File: src/rtl/core/assert_macros.svh
// Assertion helpers for the RTL.
`ifndef ASSERT_MACROS_SVH
`define ASSERT_MACROS_SVH

// Check prop at every rising edge of clk while reset is released.
`define ASSERT_CLK(lbl, clk, rstn, prop, msg) \
    lbl: assert property (@(posedge clk) disable iff (!(rstn)) (prop)) else $error(msg);

// Check that cons holds in the cycle after ante, outside reset.
`define ASSERT_NEXT(lbl, clk, rstn, ante, cons, msg) \
    lbl: assert property (@(posedge clk) disable iff (!(rstn)) (ante) |=> (cons)) else $error(msg);

`endif

File: src/rtl/core/esd_pkg.sv
package esd_pkg;

    localparam int CNT_W = 16;
    localparam int EXT_W = (CNT_W > 16) ? CNT_W : 16;

    localparam logic [15:0] MAX_LEN_RST = 16'd1024;

    localparam logic [7:0] CH_NUL    = 8'h00;
    localparam logic [7:0] CH_BSLASH = 8'h5C;
    localparam logic [7:0] CH_X_LO   = 8'h78;

    localparam logic [1:0] OCT_DIGITS = 2'd3;
    localparam logic [1:0] HEX_DIGITS = 2'd2;

    typedef enum logic [1:0] {
        MODE_PLAIN = 2'd0,
        MODE_OCT   = 2'd1,
        MODE_HEX   = 2'd2
    } mode_t;

    typedef enum logic [1:0] {
        KIND_BYTE = 2'd0,
        KIND_FULL = 2'd1,
        KIND_DONE = 2'd2,
        KIND_ERR  = 2'd3
    } kind_t;

    typedef struct packed {
        mode_t             mode;
        logic [1:0]        seen;
        logic [8:0]        value;
        logic [CNT_W-1:0]  bytes;
        logic [CNT_W-1:0]  cidx;
        logic              dropping;
    } dec_state_t;

    typedef struct packed {
        logic        valid;
        kind_t       kind;
        logic [7:0]  out_byte;
        logic [15:0] count_or_pos;
    } dec_result_t;

    function automatic logic [CNT_W-1:0] sat_inc(input logic [CNT_W-1:0] v);
        return (v == {CNT_W{1'b1}}) ? v : v + {{(CNT_W-1){1'b0}}, 1'b1};
    endfunction

    function automatic logic [15:0] sat16(input logic [CNT_W-1:0] v);
        logic [EXT_W-1:0] ext;
        ext = EXT_W'(v);
        return (ext > EXT_W'(16'hFFFF)) ? 16'hFFFF : ext[15:0];
    endfunction

endpackage

File: src/rtl/core/esd_step.sv
module esd_step (
    input  logic [7:0]              ch,
    input  logic [15:0]             max_out_len,
    input  esd_pkg::dec_state_t     cur,
    output esd_pkg::dec_state_t     nxt,
    output esd_pkg::dec_result_t    res
);
    import esd_pkg::*;

    logic [CNT_W-1:0] idx;
    logic [CNT_W-1:0] bytes_inc;
    logic             do_emit;
    logic [7:0]       emit_val;
    logic             do_err;
    logic             digit_ok;
    logic [3:0]       digit;
    logic [8:0]       value_new;
    logic [1:0]       seen_new;
    logic [1:0]       needed;

    always_comb begin
        idx       = sat_inc(cur.cidx);
        bytes_inc = sat_inc(cur.bytes);
        needed    = (cur.mode == MODE_HEX) ? HEX_DIGITS : OCT_DIGITS;
        seen_new  = cur.seen + 2'd1;

        // Digit decode for the open escape.
        digit    = 4'd0;
        digit_ok = 1'b0;
        if (cur.mode == MODE_HEX) begin
            if (ch inside {[8'h30:8'h39]}) begin
                digit    = ch[3:0];
                digit_ok = 1'b1;
            end else if (ch inside {[8'h41:8'h46], [8'h61:8'h66]}) begin
                digit    = ch[3:0] + 4'd9;
                digit_ok = 1'b1;
            end
            value_new = {cur.value[4:0], digit};
        end else begin
            if (ch inside {[8'h30:8'h37]}) begin
                digit    = {1'b0, ch[2:0]};
                digit_ok = 1'b1;
            end
            value_new = {cur.value[5:0], digit[2:0]};
        end

        nxt      = cur;
        res      = '0;
        res.kind = KIND_BYTE;
        do_emit  = 1'b0;
        do_err   = 1'b0;
        emit_val = ch;

        if (ch == CH_NUL) begin
            if (!cur.dropping) begin
                res.valid = 1'b1;
                if (cur.mode != MODE_PLAIN) begin
                    res.kind         = KIND_ERR;
                    res.count_or_pos = sat16(cur.cidx);
                end else begin
                    res.kind         = KIND_DONE;
                    res.count_or_pos = sat16(cur.bytes);
                end
            end
            nxt = '0;
        end else if (!cur.dropping) begin
            nxt.cidx = idx;
            if (cur.mode == MODE_PLAIN) begin
                if (ch == CH_BSLASH) begin
                    nxt.mode  = MODE_OCT;
                    nxt.seen  = 2'd0;
                    nxt.value = 9'd0;
                end else begin
                    do_emit = 1'b1;
                end
            end else if (ch == CH_X_LO) begin
                if (cur.seen != 2'd0) begin
                    do_err = 1'b1;
                end else begin
                    nxt.mode = MODE_HEX;
                end
            end else if (ch == CH_BSLASH) begin
                do_emit = 1'b1;
            end else if (!digit_ok) begin
                do_err = 1'b1;
            end else if (seen_new == needed) begin
                do_emit  = 1'b1;
                emit_val = value_new[7:0];
            end else begin
                nxt.value = value_new;
                nxt.seen  = seen_new;
            end

            if (do_emit) begin
                nxt.mode     = MODE_PLAIN;
                nxt.seen     = 2'd0;
                nxt.value    = 9'd0;
                nxt.bytes    = bytes_inc;
                res.valid    = 1'b1;
                res.out_byte = emit_val;
                if (EXT_W'(bytes_inc) >= EXT_W'(max_out_len)) begin
                    nxt.dropping     = 1'b1;
                    res.kind         = KIND_FULL;
                    res.count_or_pos = sat16(bytes_inc);
                end
            end
            if (do_err) begin
                nxt.mode         = MODE_PLAIN;
                nxt.seen         = 2'd0;
                nxt.value        = 9'd0;
                nxt.dropping     = 1'b1;
                res.valid        = 1'b1;
                res.kind         = KIND_ERR;
                res.count_or_pos = sat16(idx);
            end
        end
    end

endmodule

File: src/rtl/core/escape_sequence_decoder.sv
// Escape-sequence decoder: takes one character per request on the s_ side and
// gives at most one result per character on the m_ side. A zero character ends
// the string with a done result (byte count) or, if an escape is still open, an
// error at the string length. Backslash opens an escape: three octal digits,
// 'x' plus two hex digits, or a second backslash each give one byte. Bad digits
// and an 'x' after digits give an error with the 1-based character position;
// reaching max_out_len bytes gives a full result. After full or error, the rest
// of the string is dropped up to its terminator. One character is accepted every
// cycle while m_tready stays high. An accepted character is held in the input
// register, and one pass of decode logic loads its result into the result
// register, which drives m_tvalid. While a result waits on m_tready, a held
// character that makes no result still moves on, but one that makes a result
// holds the input register and drops s_tready until the waiting result is taken.
// Write cfg_wr_data only while the block is idle.
module escape_sequence_decoder (
    input  logic        aclk,
    input  logic        aresetn,
    // configuration: max_out_len
    input  logic        cfg_wr_en,
    input  logic [15:0] cfg_wr_data,
    // input characters
    input  logic        s_tvalid,
    output logic        s_tready,
    input  logic [7:0]  s_tdata,   // [7:0] ch
    // results
    output logic        m_tvalid,
    input  logic        m_tready,
    output logic [23:0] m_tdata,   // [7:0] out_byte, [23:8] count_or_pos
    output logic [1:0]  m_tuser    // [1:0] kind
);
    import esd_pkg::*;

    `include "assert_macros.svh"

    logic [15:0]  max_len_reg;

    // Input register
    logic         in_valid_reg;
    logic [7:0]   ch_reg;

    // Decoder state
    dec_state_t   state_reg;
    dec_state_t   state_next;
    dec_result_t  step_res;

    // Result register
    logic         out_valid_reg;
    kind_t        kind_reg;
    logic [7:0]   byte_reg;
    logic [15:0]  count_reg;

    logic         advance;

    esd_step u_step (
        .ch          (ch_reg),
        .max_out_len (max_len_reg),
        .cur         (state_reg),
        .nxt         (state_next),
        .res         (step_res)
    );

    // Move the held character through decode when its result has room
    // (a character with no result never waits on the output side).
    assign advance  = in_valid_reg && (!step_res.valid || !out_valid_reg || m_tready);
    assign s_tready = !in_valid_reg || advance;

    always_ff @(posedge aclk) begin
        if (!aresetn) begin
            max_len_reg <= MAX_LEN_RST;
        end else if (cfg_wr_en) begin
            max_len_reg <= cfg_wr_data;
        end
    end

    // Hold the accepted character until decode consumes it.
    always_ff @(posedge aclk) begin
        if (!aresetn) begin
            in_valid_reg <= 1'b0;
        end else if (s_tready) begin
            in_valid_reg <= s_tvalid;
        end
    end

    always_ff @(posedge aclk) begin
        if (s_tready && s_tvalid) begin
            ch_reg <= s_tdata;
        end
    end

    // Advance the decoder state one character at a time.
    always_ff @(posedge aclk) begin
        if (!aresetn) begin
            state_reg <= '0;
        end else if (advance) begin
            state_reg <= state_next;
        end
    end

    // Load a new result or drop the taken one.
    always_ff @(posedge aclk) begin
        if (!aresetn) begin
            out_valid_reg <= 1'b0;
        end else if (advance && step_res.valid) begin
            out_valid_reg <= 1'b1;
        end else if (m_tready) begin
            out_valid_reg <= 1'b0;
        end
    end

    always_ff @(posedge aclk) begin
        if (advance && step_res.valid) begin
            kind_reg  <= step_res.kind;
            byte_reg  <= step_res.out_byte;
            count_reg <= step_res.count_or_pos;
        end
    end

    assign m_tvalid = out_valid_reg;
    assign m_tdata  = {count_reg, byte_reg};
    assign m_tuser  = kind_reg;

    // A waiting result is never overwritten.
    `ASSERT_CLK(a_no_overwrite, aclk, aresetn,
        !(out_valid_reg && !m_tready && advance && step_res.valid),
        "result overwritten while waiting")

    // A decoded result shows up on the next cycle.
    `ASSERT_NEXT(a_result_shown, aclk, aresetn,
        advance && step_res.valid, m_tvalid,
        "decoded result not presented")

    // Dropping never leaves an escape open.
    `ASSERT_CLK(a_drop_plain, aclk, aresetn,
        !state_reg.dropping || state_reg.mode == MODE_PLAIN,
        "escape open while dropping")

    // A hex escape closes at its second digit.
    `ASSERT_CLK(a_hex_digits, aclk, aresetn,
        state_reg.mode != MODE_HEX || state_reg.seen < HEX_DIGITS,
        "hex digit count overrun")

    // Error positions are 1-based.
    `ASSERT_CLK(a_err_pos, aclk, aresetn,
        !(out_valid_reg && kind_reg == KIND_ERR) || count_reg != 16'd0,
        "error reported at position zero")

endmodule

File: config.mk
export PLATFORM = sky130hd
export DESIGN_NAME = escape_sequence_decoder
export DESIGN_NICKNAME = d
export VERILOG_FILES = /design/src/rtl/core/esd_pkg.sv /design/src/rtl/core/esd_step.sv /design/src/rtl/core/escape_sequence_decoder.sv
export VERILOG_INCLUDE_DIRS = /design/src /design/src/rtl/core
export SDC_FILE = /design/constraint.sdc
export NUM_CORES = 1
export LEC_CHECK = 0
export ABC_CLOCK_PERIOD_IN_PS = 9900
export BUFFER_PORTS_ARGS = -buffer_cell sky130_fd_sc_hd__clkbuf_2
export CAP_MARGIN = 20
export CORE_AREA = 5 5 156 158
export DETAILED_ROUTE_END_ITERATION = 10
export DIE_AREA = 0 0 161 163
export GPL_ROUTABILITY_DRIVEN = 0
export HOLD_SLACK_MARGIN = 0.06
export PLACE_DENSITY_LB_ADDON = 0.3
export SLEW_MARGIN = 0
export SYNTH_ARGS = -nofsm -noshare
export SYNTH_HDL_FRONTEND = slang
export SYNTH_HIERARCHICAL = 1
export SYNTH_SLANG_ARGS = --single-unit
File: constraint.sdc
create_clock -name aclk -period 9.9 [get_ports aclk]
set_input_delay 0.99 -clock aclk [delete_from_list [all_inputs] [get_ports aclk]]
set_output_delay 0.99 -clock aclk [all_outputs]
set_load 0.02 [all_outputs]
==> flow_metrics.env <==
export IMPL_cts_max_level=3
export IMPL_die_x_um=161
export IMPL_finalClockSkew_ps=8.30
export IMPL_slew_headroom_pct=30.1
export IMPL_critPathKind="reg -> out"
export IMPL_post_cts_repair_setup_buffers=0
export IMPL_drv_slew=0
export IMPL_cpMaxStageDelayCell="nor2b_1"
export IMPL_cp_end_kind="output pin"
export IMPL_syn_nets=871
export IMPL_rsz0062_at_grt="no"
export IMPL_ant_nets=0
export IMPL_clk_latency_ps=350
export IMPL_syn_area_sq_um=6750
export IMPL_cts_tree="done"
export IMPL_max_vdd_ir_drop_uv=77.5
export IMPL_fmax_ghz=0.234
export IMPL_avgViaCountPerCell=5.07
export IMPL_maxCapViolations=0
export IMPL_path_cells="nor2b_1 -> o21ai_1 -> a2bb2oi_4 -> o21a_2 -> a31oi_1 -> and2_1 -> nand2_1 -> clkbuf_2"
export IMPL_grt_max_degree=103
export IMPL_wl_per_cell_um=16.1
export IMPL_fin_crit_ps=4280
export IMPL_status="complete, no violations"
export IMPL_dpl_cell_count=1114
export IMPL_drive_gt1_share_pct=13.5
export IMPL_antenna_found_initial=0
export IMPL_min_period_over_period_pct=43.3
export IMPL_place_hpwl_mm=13.1
export IMPL_num_nets_final=888
export IMPL_drt_iter0_markers=530
export IMPL_hp_class="reg -> reg"
export IMPL_core_area_sq_um=23000
export IMPL_fin_cells=1130
export IMPL_clockRootBuffer="clkbuf_16"
export IMPL_startpoint_type="flop"
export IMPL_powerDensity_nw_per_um2=116
export IMPL_worstPathMaxFanout=9
export IMPL_route_detailed_drc=0
export IMPL_grt_remaining_overflow=0
export IMPL_cts_made_buffers=9
export IMPL_setup_tns_final_ps=0
export IMPL_port_buffers=56
export IMPL_wirelength_mm=18.2
export IMPL_largest_register_ffs=42
export IMPL_antennaDiodeCount=0
export IMPL_setup_viol_count_final=0
export IMPL_dieArea_sq_um=26200
export IMPL_initial_core_util_pct=29.4
export IMPL_synth_cells=818
export IMPL_clkSinkCount=94
export IMPL_synth_avg_cell_area_sq_um=8.25
export IMPL_drtPass1Iterations=6
export IMPL_crit_required_ps=8910
export IMPL_clockBufferDepth=2
export IMPL_cp_slowest_stage_delay_ps=630
export IMPL_num_rows=56
export IMPL_tightest_slew_ps=1050
export IMPL_path_clk_slew_ps=70
export IMPL_grt_util_all_layers_pct=14.0
export IMPL_critical_path_arrival_ps=3290
export IMPL_cts_resized=0
export IMPL_holdBufCountCts=0
export IMPL_leakagePower_nw=2.59
export IMPL_grt_first_pass_wirelength_mm=30.0
export IMPL_dieHeight_um=163
export IMPL_hold_viol=0
export IMPL_io_pins=57
export IMPL_syn_to_final_growth_pct=10.1
export IMPL_grt_pass1_vias=5454
export IMPL_yosysWarnings=6
export IMPL_num_vias=5733
[final timing paths]
| path | from | endpoint | slack, ps | cells after the start |
|---|---|---|---|---|
| setup / recovery | state_reg[45] | s_tready | 5620 | 8 |
| hold / removal | max_len_reg[10] | max_len_reg[10] | 490 | 2 |
| setup reg to reg | state_reg[17] | m_tuser[0] | 5870 | 14 |
| hold reg to reg | max_len_reg[10] | max_len_reg[10] | 490 | 2 |
[area by class of cell]
class,count,area (sq um)
clock buffers,11,253
clock inverters,5,56.3
fillers,2417,15600
inverters,42,158
multi-input cells,626,4050
flip-flops and latches,94,2220
well taps,290,363
repair buffers,62,325
[worst max-delay path: cells and delay by family, from the launching register on]
family                 cells  cell delay, ps
AOI/OAI and AO/OA          4            1390
and+or+nand+nor            3             950
buffers and inverters      1             160
DFF                        1             440
[stage by stage]
stage	utilization, %	setup WS, ps	instance area [sq um]	power, mW	hold WS (ps)
floorplan	-	6520	6750	0.486	431
global route	32.3	5320	7430	0.901	519
detailed placement	31.0	5950	7120	0.509	485
finish	32.3	5620	7430	0.864	495
global placement	31.0	5980	7120	0.509	467
CTS	32.3	5590	7430	0.876	500
[cell usage in the layout (no fill, tap or decap), drive strengths merged, types with 4 or more instances in the layout]
cell	count
a41oi	4
nand4	11
a21o	4
o21ai	26
nand2b	6
edfxtp	34
mux2	6
inv	42
nor2b	21
a211oi	6
and4	4
ha	24
and3	6
buf	7
nor3	16
xor2	11
nor4	8
nand2	166
clkbuf	66
a31o	4
a31oi	12
xnor2	18
a21oi	48
nand3	22
or3	4
and2	14
mux2i	70
nor2	55
dfxtp	60
o22ai	6
o22a	7
a22oi	4
[metal layers]
| metal | track usage, % | share of wire, % | vias to the layer above |
|---|---|---|---|
| li1 | - | - | 2895 |
| met1 | 20.2 | 50 | 2666 |
| met3 | 1.77 | 4.4 | 19 |
| met5 | 0 | 0 | - |
| met4 | 4.81 | 1.8 | 0 |
| met2 | 21.7 | 44 | 153 |
[report_power, final]
part           internal [mW]  leakage, nW  total [mW]  switching [mW]
clock network          0.209        0.148       0.364           0.155
registers              0.413        0.808       0.423          0.0104
logic                 0.0300         1.63      0.0760          0.0460
total                  0.652         2.59       0.864           0.211
Note: power is estimated with default switching activity, not from simulation.
